[config.mk]
export PLATFORM = sky130hd
export DESIGN_NAME = first_fit_heap_allocator_flat
export DESIGN_NICKNAME = d
export VERILOG_FILES = /design/src/rtl/core/ffha_pkg.sv /design/src/rtl/core/ffha_req_if.sv /design/src/rtl/core/ffha_rsp_if.sv /design/src/rtl/core/first_fit_heap_allocator.sv /design/src/rtl/core/ffha_table_ram.sv /design/src/rtl/core/ffha_ctrl.sv /design/src/flat_wrapper.sv
export SDC_FILE = /design/constraint.sdc
export NUM_CORES = 2
export LEC_CHECK = 0
export BUFFER_PORTS_ARGS = -buffer_cell sky130_fd_sc_hd__clkbuf_2
export CAP_MARGIN = 20
export CORE_MARGIN = 2
export CORE_UTILIZATION = 50
export DETAILED_ROUTE_END_ITERATION = 7
export PLACE_DENSITY = 0.75
export SLEW_MARGIN = 20
export SYNTH_ARGS = -nofsm -noshare
export SYNTH_HDL_FRONTEND = slang
export SYNTH_SLANG_ARGS = --single-unit
[constraint.sdc]
create_clock -name clk -period 6.78 [get_ports clk]
set_input_delay 0.339 -clock clk [delete_from_list [all_inputs] [get_ports clk]]
set_output_delay 0.339 -clock clk [all_outputs]
set_load 0.05 [all_outputs]
[src/rtl/core/ffha_pkg.sv]
// Shared types, constants and codes for the first-fit heap allocator.
package ffha_pkg;

  localparam int MAX_BLOCKS   = 64;
  localparam int HEADER_BYTES = 24;
  localparam int IDX_W        = $clog2(MAX_BLOCKS);
  localparam int CNT_W        = $clog2(MAX_BLOCKS + 1);
  localparam int OFF_W        = 16;
  localparam int BRK_W        = OFF_W + 1;

  localparam logic ACT_ALLOC   = 1'b0;
  localparam logic ACT_RELEASE = 1'b1;

  localparam logic [1:0] ST_OK      = 2'd0;
  localparam logic [1:0] ST_NULL    = 2'd1;
  localparam logic [1:0] ST_FULL    = 2'd2;
  localparam logic [1:0] ST_UNKNOWN = 2'd3;

  typedef struct packed {
    logic [OFF_W-1:0] start;
    logic [OFF_W-1:0] size;
    logic             free;
  } entry_t;

  typedef struct packed {
    logic             we;
    logic [IDX_W-1:0] waddr;
    entry_t           wdata;
    logic             re;
    logic [IDX_W-1:0] raddr;
  } mem_req_t;

  typedef enum logic [2:0] {
    S_IDLE = 3'b001,
    S_SCAN = 3'b010,
    S_FIN  = 3'b100
  } state_t;

endpackage

[src/rtl/core/ffha_req_if.sv]
// Request channel: valid/ready with action, size and offset.
interface ffha_req_if;
  logic        valid;
  logic        ready;
  logic        action;
  logic [15:0] request_bytes;
  logic [15:0] payload_offset;

  modport source (output valid, output action, output request_bytes,
                  output payload_offset, input ready);
  modport sink (input valid, input action, input request_bytes,
                input payload_offset, output ready);
endinterface

[src/rtl/core/ffha_rsp_if.sv]
// Result channel: valid/ready with status, granted offset and break flag.
interface ffha_rsp_if;
  logic        valid;
  logic        ready;
  logic [1:0]  status;
  logic [15:0] granted_offset;
  logic        break_lowered;

  modport source (output valid, output status, output granted_offset,
                  output break_lowered, input ready);
  modport sink (input valid, input status, input granted_offset,
                input break_lowered, output ready);
endinterface

[src/rtl/core/first_fit_heap_allocator.sv]
// First-fit heap allocator top level: block table memory and sequencer.
// One request at a time. An allocate or release reads the block table one entry
// per cycle through the single read port of the table memory; a zero request or
// null offset skips the scan. A new request is taken while the previous result
// still waits in the output register. heap_limit (cfg_wdata) resets to 65535.
module first_fit_heap_allocator (
  input  logic        clk,
  input  logic        rst,
  input  logic        cfg_we,
  input  logic [15:0] cfg_wdata,
  ffha_req_if.sink    req,
  ffha_rsp_if.source  rsp
);

  ffha_pkg::mem_req_t mreq;
  ffha_pkg::entry_t   rdata;

  ffha_table_ram u_ram (
    .clk   (clk),
    .mreq  (mreq),
    .rdata (rdata)
  );

  ffha_ctrl u_ctrl (
    .clk       (clk),
    .rst       (rst),
    .cfg_we    (cfg_we),
    .cfg_wdata (cfg_wdata),
    .req       (req),
    .rsp       (rsp),
    .mreq      (mreq),
    .rdata     (rdata)
  );

endmodule

[src/rtl/core/ffha_table_ram.sv]
// Block table memory: one write port, one registered read port.
module ffha_table_ram (
  input  logic              clk,
  input  ffha_pkg::mem_req_t mreq,
  output ffha_pkg::entry_t   rdata
);

  ffha_pkg::entry_t mem [ffha_pkg::MAX_BLOCKS];

  always_ff @(posedge clk) begin
    if (mreq.we) begin
      mem[mreq.waddr] <= mreq.wdata;
    end
    if (mreq.re) begin
      rdata <= mem[mreq.raddr];
    end
  end

endmodule

[src/rtl/core/ffha_ctrl.sv]
// Allocator sequencer: table scan, update, break and result register.
module ffha_ctrl (
  input  logic               clk,
  input  logic               rst,
  input  logic               cfg_we,
  input  logic [15:0]        cfg_wdata,
  ffha_req_if.sink           req,
  ffha_rsp_if.source         rsp,
  output ffha_pkg::mem_req_t mreq,
  input  ffha_pkg::entry_t   rdata
);

  localparam int IW = ffha_pkg::IDX_W;
  localparam int CW = ffha_pkg::CNT_W;
  localparam int OW = ffha_pkg::OFF_W;
  localparam int BW = ffha_pkg::BRK_W;
  localparam logic [OW-1:0] HDR = OW'(ffha_pkg::HEADER_BYTES);
  localparam logic [CW-1:0] MAXC = CW'(ffha_pkg::MAX_BLOCKS);

  ffha_pkg::state_t state, state_next;
  logic [CW-1:0] count, count_next;
  logic [BW-1:0] brk, brk_next;
  logic [OW-1:0] limit;
  logic [CW-1:0] iss_idx;
  logic          pend;
  logic [IW-1:0] pend_idx;
  logic          found;
  logic [IW-1:0] found_idx;
  logic [OW-1:0] found_start;
  logic [OW-1:0] found_size;
  logic          skip;
  logic          act;
  logic [OW-1:0] req_b;
  logic [OW-1:0] poff;
  logic          rsp_valid;
  logic [1:0]    rsp_status, status_next;
  logic [OW-1:0] rsp_grant, grant_next;
  logic          rsp_lowered, lowered_next;

  logic          accept;
  logic          hit;
  logic          scan_end;
  logic          out_free;
  logic          fin;
  logic [BW:0]   newbrk;

  assign accept   = req.valid && req.ready;
  assign req.ready = (state == ffha_pkg::S_IDLE);
  assign out_free = !rsp_valid || rsp.ready;
  assign fin      = (state == ffha_pkg::S_FIN) && out_free;
  assign newbrk   = (BW+1)'(brk) + (BW+1)'(HDR) + (BW+1)'(req_b);

  always_comb begin
    if (act == ffha_pkg::ACT_ALLOC) begin
      hit = pend && rdata.free && (req_b <= rdata.size);
    end else begin
      hit = pend && (({1'b0, rdata.start} + {1'b0, HDR}) == {1'b0, poff});
    end
  end

  assign scan_end = hit || (iss_idx >= count);

  always_comb begin
    // scan issues one read per cycle; compare runs in the cycle after each read
    mreq.re      = (state == ffha_pkg::S_SCAN) && !scan_end;
    mreq.raddr   = iss_idx[IW-1:0];
    status_next  = ffha_pkg::ST_OK;
    grant_next   = '0;
    lowered_next = 1'b0;
    count_next   = count;
    brk_next     = brk;
    mreq.we      = 1'b0;
    mreq.waddr   = found_idx;
    mreq.wdata   = '{start: found_start, size: found_size, free: 1'b0};
    if (skip) begin
      status_next = ffha_pkg::ST_NULL;
    end else if (act == ffha_pkg::ACT_ALLOC) begin
      if (found) begin
        mreq.we    = fin;
        grant_next = found_start + HDR;
      end else if (count >= MAXC || newbrk > (BW+1)'(limit)) begin
        status_next = ffha_pkg::ST_FULL;
      end else begin
        mreq.we    = fin;
        mreq.waddr = count[IW-1:0];
        mreq.wdata = '{start: brk[OW-1:0], size: req_b, free: 1'b0};
        grant_next = brk[OW-1:0] + HDR;
        count_next = count + CW'(1);
        brk_next   = newbrk[BW-1:0];
      end
    end else begin
      if (!found) begin
        status_next = ffha_pkg::ST_UNKNOWN;
      end else if ((CW'(found_idx) + CW'(1)) == count) begin
        lowered_next = 1'b1;
        count_next   = CW'(found_idx);
        brk_next     = BW'(found_start);
      end else begin
        mreq.we    = fin;
        mreq.wdata = '{start: found_start, size: found_size, free: 1'b1};
      end
    end
  end

  always_comb begin
    state_next = state;
    unique case (state)
      ffha_pkg::S_IDLE: begin
        if (accept) begin
          if ((req.action == ffha_pkg::ACT_ALLOC) ? (req.request_bytes == '0)
                                                  : (req.payload_offset == '0)) begin
            state_next = ffha_pkg::S_FIN;
          end else begin
            state_next = ffha_pkg::S_SCAN;
          end
        end
      end
      ffha_pkg::S_SCAN: begin
        if (scan_end) begin
          state_next = ffha_pkg::S_FIN;
        end
      end
      ffha_pkg::S_FIN: begin
        if (out_free) begin
          state_next = ffha_pkg::S_IDLE;
        end
      end
      default: state_next = ffha_pkg::S_IDLE;
    endcase
  end

  always_ff @(posedge clk) begin
    if (rst) begin
      state     <= ffha_pkg::S_IDLE;
      count     <= '0;
      brk       <= '0;
      limit     <= '1;
      rsp_valid <= 1'b0;
      pend      <= 1'b0;
      found     <= 1'b0;
    end else begin
      state <= state_next;
      if (cfg_we) begin
        limit <= cfg_wdata;
      end
      if (fin) begin
        rsp_valid <= 1'b1;
      end else if (rsp_valid && rsp.ready) begin
        rsp_valid <= 1'b0;
      end
      if (accept) begin
        pend  <= 1'b0;
        found <= 1'b0;
      end else if (state == ffha_pkg::S_SCAN) begin
        pend <= mreq.re;
        if (hit) begin
          found <= 1'b1;
        end
      end
      if (fin) begin
        count <= count_next;
        brk   <= brk_next;
      end
    end
  end

  always_ff @(posedge clk) begin
    if (accept) begin
      act     <= req.action;
      req_b   <= req.request_bytes;
      poff    <= req.payload_offset;
      skip    <= (req.action == ffha_pkg::ACT_ALLOC) ? (req.request_bytes == '0)
                                                     : (req.payload_offset == '0);
      iss_idx <= '0;
    end else if (mreq.re) begin
      iss_idx  <= iss_idx + CW'(1);
      pend_idx <= iss_idx[IW-1:0];
    end
    if ((state == ffha_pkg::S_SCAN) && hit) begin
      found_idx   <= pend_idx;
      found_start <= rdata.start;
      found_size  <= rdata.size;
    end
    if (fin) begin
      rsp_status  <= status_next;
      rsp_grant   <= grant_next;
      rsp_lowered <= lowered_next;
    end
  end

  assign rsp.valid          = rsp_valid;
  assign rsp.status         = rsp_status;
  assign rsp.granted_offset = rsp_grant;
  assign rsp.break_lowered  = rsp_lowered;

`ifndef ASSERT_OFF
  a_count_max: assert property (@(posedge clk) disable iff (rst) count <= MAXC)
    else $error("block count above table depth");
  a_brk_range: assert property (@(posedge clk) disable iff (rst) !brk[BW-1])
    else $error("break beyond offset range");
  a_write_fin: assert property (@(posedge clk) disable iff (rst)
    mreq.we |-> (state == ffha_pkg::S_FIN) && out_free)
    else $error("table write outside finish step");
  a_pend_idx: assert property (@(posedge clk) disable iff (rst)
    (state == ffha_pkg::S_SCAN) && pend |-> (CW'(pend_idx) < count))
    else $error("compare on entry beyond block count");
  a_fin_out: assert property (@(posedge clk) disable iff (rst)
    fin |=> rsp_valid && (state == ffha_pkg::S_IDLE))
    else $error("finish did not load result");
`endif

endmodule
[src/flat_wrapper.sv]
// flat-port wrapper written by rule: the top's interface ports become plain ports
module first_fit_heap_allocator_flat 
  (clk, rst, cfg_we, cfg_wdata, req_valid, req_action, req_request_bytes, req_payload_offset, req_ready, rsp_valid, rsp_status, rsp_granted_offset, rsp_break_lowered, rsp_ready);
  ffha_req_if req_i ();
  ffha_rsp_if rsp_i ();
  input  logic clk;
  input  logic rst;
  input  logic cfg_we;
  input  logic [15:0] cfg_wdata;
  input wire logic [$bits(req_i.valid)-1:0] req_valid;
  input wire logic [$bits(req_i.action)-1:0] req_action;
  input wire logic [$bits(req_i.request_bytes)-1:0] req_request_bytes;
  input wire logic [$bits(req_i.payload_offset)-1:0] req_payload_offset;
  output wire logic [$bits(req_i.ready)-1:0] req_ready;
  output wire logic [$bits(rsp_i.valid)-1:0] rsp_valid;
  output wire logic [$bits(rsp_i.status)-1:0] rsp_status;
  output wire logic [$bits(rsp_i.granted_offset)-1:0] rsp_granted_offset;
  output wire logic [$bits(rsp_i.break_lowered)-1:0] rsp_break_lowered;
  input wire logic [$bits(rsp_i.ready)-1:0] rsp_ready;
  assign req_i.valid = req_valid;
  assign req_i.action = req_action;
  assign req_i.request_bytes = req_request_bytes;
  assign req_i.payload_offset = req_payload_offset;
  assign req_ready = req_i.ready;
  assign rsp_valid = rsp_i.valid;
  assign rsp_status = rsp_i.status;
  assign rsp_granted_offset = rsp_i.granted_offset;
  assign rsp_break_lowered = rsp_i.break_lowered;
  assign rsp_i.ready = rsp_ready;
  first_fit_heap_allocator u_core (.clk(clk), .rst(rst), .cfg_we(cfg_we), .cfg_wdata(cfg_wdata), .req(req_i), .rsp(rsp_i));
endmodule
=== After elaboration in Yosys (flattened, before gate mapping) ===
Memories as Yosys holds them, arrays and structs flattened. A register that Yosys moved wholly into a read port is not among the register bits.
Index checks and enable logic that the tools add are counted.

* Register bits after elaboration: 150
* Latch bits: 0
* RAM bits: 2,112
* Bits in read-only memories: 0
* Input port bits: 54
* Output and inout bits: 21
* Memories kept: 1

* $add $sub $neg: 8
* Multipliers: 0
* Divide/modulo/power cells: 0
* Magnitude comparators: 4
* Eq/ne operators: 12
* Shift operators: 0
* Muxes and demuxes: 39
* Bitwise operators: 4
* Reductions and logical operators: 23

{| class="wikitable"
|+ Memory list
! name !! depth !! width !! rd ports !! clocked after memory_dff !! write ports !! line !! RTL
|-
| u_core.u_ram.mem || 64 || 33 || 1 || 1 || 1 || ffha_table_ram.sv:8 || <nowiki>ffha_pkg::entry_t mem [ffha_pkg::MAX_BLOCKS];</nowiki>
|}

{| class="wikitable"
|+ Operators with widths
! kind !! number
|-
| $mux W17 || 5
|-
| $mux W40 || 2
|-
| $mux W39 || 1
|-
| $mux W7 || 5
|-
| $mux W33 || 1
|-
| $add A16 B5 Y16 const B || 2
|-
| $logic_not A16 Y1 || 2
|-
| $mux W16 || 2
|-
| $add A17 B5 Y18 const B || 1
|-
| $add A18 B16 Y18 || 1
|-
| $gt A18 B16 Y1 || 1
|-
| $add A16 B5 Y17 const B || 1
|-
| $eq A17 B16 Y1 || 1
|-
| $le A16 B16 Y1 || 1
|-
| $add A7 B1 Y7 const B || 2
|-
| $mux W1 || 13
|-
| $mux W3 || 4
|-
| $pmux W3 S3 || 1
|-
| $logic_and A1 B1 Y1 || 8
|-
| $mux W2 || 4
|-
| $ne A2 B2 Y1 const B || 4
|-
| $add A6 B1 Y7 const B || 1
|-
| $eq A7 B7 Y1 || 1
|-
| $ge A7 B7 Y1 || 1
|-
| other kinds (15) || 25
|}

=== Logic depth before layout (Yosys ltp) ===
* Depth after elaboration: 10
* Mapped depth: 21

=== Hierarchy ===
A second synthesis with hierarchy kept.

* Cells, all modules: 4,493
* Area total of the unflattened synthesis: 90,650.7 um^2

{| class="wikitable"
|+ Modules (own cells, without submodules)
! module !! times used !! cells an instance !! area an instance (um^2) !! seq. area each (um^2)
|-
| ffha_table_ram || 1 || 3,598 || 81,523.2 || 64,411.8
|-
| ffha_ctrl || 1 || 895 || 9,127.5 || 3,973.8
|}

=== Least setup slack after synthesis ===
Ideal clock, no wire load.

* Path kind: register to register
* Start: reg u_core.u_ctrl.req_b[1]
* End: mem u_core.u_ram.mem[0][20] (netlist bit) (data pin)
* Setup time: 702 ps
* Arrival: 6,791 ps
* Data required time: 6,078 ps
* Slack: -713 ps
* Cell stages (with the launch flop): 20
* Path buffers: 3
* Clock period less this slack: 7,493 ps
* Cell sequence: edfxtp_1 ha_1 ha_1 fa_1 a21o_1 a221oi_2 nor3_1 or2_2 xor2_1 ha_1 a21o_1 a21o_1 a211oi_1 o21ai_0 o21bai_1 nand4_1 clkbuf_1 buf_2 clkbuf_1 o21ai_0

{| class="wikitable"
|+ RTL lines
! what !! line !! RTL
|-
| from (decl) || ffha_ctrl.sv:33 || <nowiki>logic [OW-1:0] req_b;</nowiki>
|-
| from (signal assigned) || ffha_ctrl.sv:170 || <nowiki>req_b <= req.request_bytes;</nowiki>
|-
| to (decl) || ffha_table_ram.sv:8 ||
|}

=== Worst setup path after layout ===
* Start: reg u_core.u_ctrl.req_b[1]
* End: mem u_core.u_ram.mem[60][30] (netlist bit) (enable)

* Longest elaborated chain between the ends: 9

{| class="wikitable"
|+ Ends and longest elaborated chain
! what !! line !! RTL
|-
| $add A18 B16 Y18 * || ffha_ctrl.sv:51 || <nowiki>assign newbrk = (BW+1)'(brk) + (BW+1)'(HDR) + (BW+1)'(req_b);</nowiki>
|-
| $gt A18 B16 Y1 * || ffha_ctrl.sv:81 || <nowiki>end else if (count >= MAXC || newbrk > (BW+1)'(limit)) begin</nowiki>
|-
| $logic_or A1 B1 Y1 * || ffha_ctrl.sv:81 ||
|-
| $mux W40 * || ffha_ctrl.sv:81 ||
|-
| $mux W1 || ffha_ctrl.sv:78 || <nowiki>if (found) begin</nowiki>
|-
| $mux W1 || ffha_ctrl.sv:77 || <nowiki>end else if (act == ffha_pkg::ACT_ALLOC) begin</nowiki>
|-
| $mux W40 * || ffha_ctrl.sv:75 || <nowiki>if (skip) begin</nowiki>
|-
| $mux W1 || ffha_table_ram.sv:11 || <nowiki>if (mreq.we) begin</nowiki>
|-
| $mux W1 (implied by the code) || ffha_table_ram.sv:12 || <nowiki>mem[mreq.waddr] <= mreq.wdata;</nowiki>
|}

Every way passes the cells marked *; elsewhere a longest branch is shown, timed or not.

==> impl_metrics.ini <==
[routing]
drt_iter0_drc = 7377
wl_per_cell_um = 33.2
vias = 45800
ant_nets = 0
drc = 0
via_per_inst = 6.59
drtPass1Iterations = 7
routed_wl_um = 231000

[setup_path]
cp_max_fo = 128
endpoint_kind = register
ff2ff_path_depth = 20
crit_type = register to register
critical_path_arrival_ns = 6.55
startpoint_type = register
cp.required_ns = 7.26

[power]
vdd_drop_max_v = 0.000359
power_density_nw_per_um2 = 274
leakagePower_nw = 31.1

[final_layout]
mostFrequentLayoutCells = edfxtp_1, mux4_2, clkbuf_16, nand3_1, buf_4
nets = 4535
stdcell_count = 6953
final_common_cell = edfxtp_1
final-seq-area_um2 = 68400
fin_util_pct = 57.4
drive_above_1_share_pct = 30.1
n_fill_cell = 12500
multi_input_area_um2 = 22300
areaGrowthSynthToFinish_pct = 14.0

[sta]
worst_pin_slew_ns = 1.25
fmax_ghz = 0.165
setup_ws_ns = 0.709
timing.final.crit_share_pct = 89.5
hold_viol_final = 0
min_period_ns = 6.07
relSlewSlack_pct = 16.0
clock_skew_ns = 0.0771
slew_violations = 0
tns_ns = 0
setup_viol = 0
rsz0062_at_grt = no

[global_routing]
grt_overflow = 0
antenna_found_initial = 25
grt_pass1_wl_um = 332000
grt_max_degree = 139
grt_pass1_vias = 45200
grtUsageTotal_pct = 25.0

[die]
initial_core_util_pct = 50.3
pin_count = 75
rows = 156
die_area_um2 = 185000
dieWidth_um = 430
die_y_um = 430
core_um2 = 181000

[run_status]
outcome = complete, no violations

[placed_design]
io_buffers = 74
dp_cells = 6504
dp_slack_ns = 0.774
gp_congestion = 0.932
dp_hpwl_um = 135000

[cts]
cts.path.max_buffers = 3
cts_root_buf = clkbuf_16
clk-insertion-delay-late_ns = 0.87
cts_tree = done
htree_levels = 4
cts.sinks = 2295
clk_pin_slew_worst_paths_ns = 0.06
cts_buffers = 212

[synth]
yosysWarnings = 0
postSynthCellCount = 4125
async_reset_ff_share_pct = 0
synth_flop_cell = edfxtp_1
syn_nets = 4258
yosys_register_bits = 2295
avgSynthCellArea_um2 = 22.0
synth_edf_count = 2242
synth-seq-area-share_pct = 75.2
netlist_area_um2 = 90900
synth_cell_types = 67

[min_path]
whs_path_depth = 3
worstHoldPathType = primary input to register

[job]
cap_violations = 0
-- path summary, 6_finish.rpt --
check                         startpoint                          end  slack, ns
setup reg to reg  u_core.u_ctrl.req_b[1]     u_core.u_ram.mem[60][30]       0.71
hold reg to reg    u_core.u_ram.rdata[4]  u_core.u_ctrl.found_size[3]       0.42
setup / recovery  u_core.u_ctrl.req_b[1]     u_core.u_ram.mem[60][30]       0.71
hold / removal                    cfg_we       u_core.u_ctrl.limit[3]       0.12
-- critical path, cell delays in order (launching register included) --
cell,delay (ns)
edfxtp_1,0.42
ha_1,0.31
ha_1,0.22
fa_1,0.48
a21o_1,0.22
a221oi_2,0.36
nor3_1,0.10
or2_2,0.29
xor2_1,0.20
ha_1,0.28
a21o_1,0.16
a21o_1,0.17
a211oi_1,0.24
o21ai_0,0.16
o21bai_1,0.32
nand4_1,0.17
buf_4,0.20
buf_12,0.21
or3_1,0.50
a21oi_4,0.13
buf_4,0.46
-- synthesized netlist by cell type (6+ instances only) --
cell | instances | share of area [%]
inv_1 | 67 | 0.28
mux2_2 | 36 | 0.45
o211ai_1 | 19 | 0.16
edfxtp_1 | 2242 | 74
a21o_1 | 15 | 0.12
o31ai_1 | 7 | 0.058
mux2i_1 | 18 | 0.20
buf_2 | 11 | 0.061
and3_1 | 12 | 0.083
a211o_1 | 6 | 0.058
a21oi_1 | 103 | 0.57
ha_1 | 78 | 1.1
mux4_2 | 693 | 17
clkbuf_1 | 146 | 0.60
o22ai_1 | 15 | 0.10
nand3_1 | 102 | 0.56
nand4_1 | 21 | 0.14
dfxtp_1 | 53 | 1.2
nor3_1 | 11 | 0.061
nand2b_1 | 8 | 0.055
xor2_1 | 22 | 0.21
xnor2_1 | 36 | 0.35
and2_1 | 6 | 0.041
or3_1 | 72 | 0.50
o21ai_0 | 27 | 0.15
nor2_1 | 53 | 0.22
nor2b_1 | 9 | 0.062
nor4_1 | 17 | 0.12
buf_1 | 62 | 0.26
nor3b_1 | 11 | 0.091
nand2_1 | 69 | 0.28
-- kinds of logic after synthesis --
kind of cell	synth area share [%]
AO/OA/AOI/OAI	1.65
XOR/XNOR	0.559
adder cells (fa/ha/maj)	1.10
buffers and inverters	1.21
flip-flops	75.2
multiplexers	17.8
AND/OR/NAND/NOR	2.47
-- power by group --
| group | switching, mW | leakage (nW) | internal, mW | total, mW |
|---|---|---|---|---|
| clock network | 5.30 | 3.35 | 6.56 | 11.9 |
| logic | 0.626 | 7.25 | 0.203 | 0.829 |
| registers | 0.0338 | 20.5 | 15.7 | 15.7 |
| total | 5.96 | 31.1 | 22.5 | 28.4 |
-- layout make-up --
cell class | count | share of cell area, %
clock inverter | 143 | 1.37
inverter | 68 | 0.246
tap | 2370 | 2.86
timing repair buffer | 283 | 2.71
clock buffer | 248 | 5.27
antenna | 4 | 0.00966
sequential | 2295 | 66.0
multi-input combinational | 1542 | 21.5
-- state kept, by name, indices dropped and copies added (netlist names), 16 cells and up --
signal	count
u_core.u_ctrl.poff	16
u_core.u_ctrl.brk	17
u_core.u_ctrl.found_size	16
u_core.u_ram.mem	2112
u_core.u_ram.rdata	33
u_core.u_ctrl.req_b	16
u_core.u_ctrl.limit	16
u_core.u_ctrl.found_start	16
u_core.u_ctrl.rsp.granted_offset	16
-- layer usage --
metal	track usage [%]	vias up	routed length [um]
li1	-	18100	-
met1	35.4	24100	86400
met2	39.4	3206	112000
met3	6.28	378	27200
met4	5.96	20	5350
met5	0.833	-	340
-- what timing repair did --
item | CTS | global route
gates resized for setup | 0 | 0
setup buffers | 0 | 0
hold endpoints to repair | 66 | 0
hold buffers | 54 | 0
-- per-stage QoR --
stage / hold WS (ns) / cell area, um2 / power (mW)
floorplan: 0.400 / 90900 / 16.5
global placement: 0.405 / 96200 / 16.8
detailed placement: 0.405 / 96200 / 16.8
CTS: 0.0767 / 104000 / 28.5
global route: 0.162 / 104000 / 29.1
finish: 0.123 / 104000 / 28.4
No activity file was read; power rests on OpenSTA's default activity.
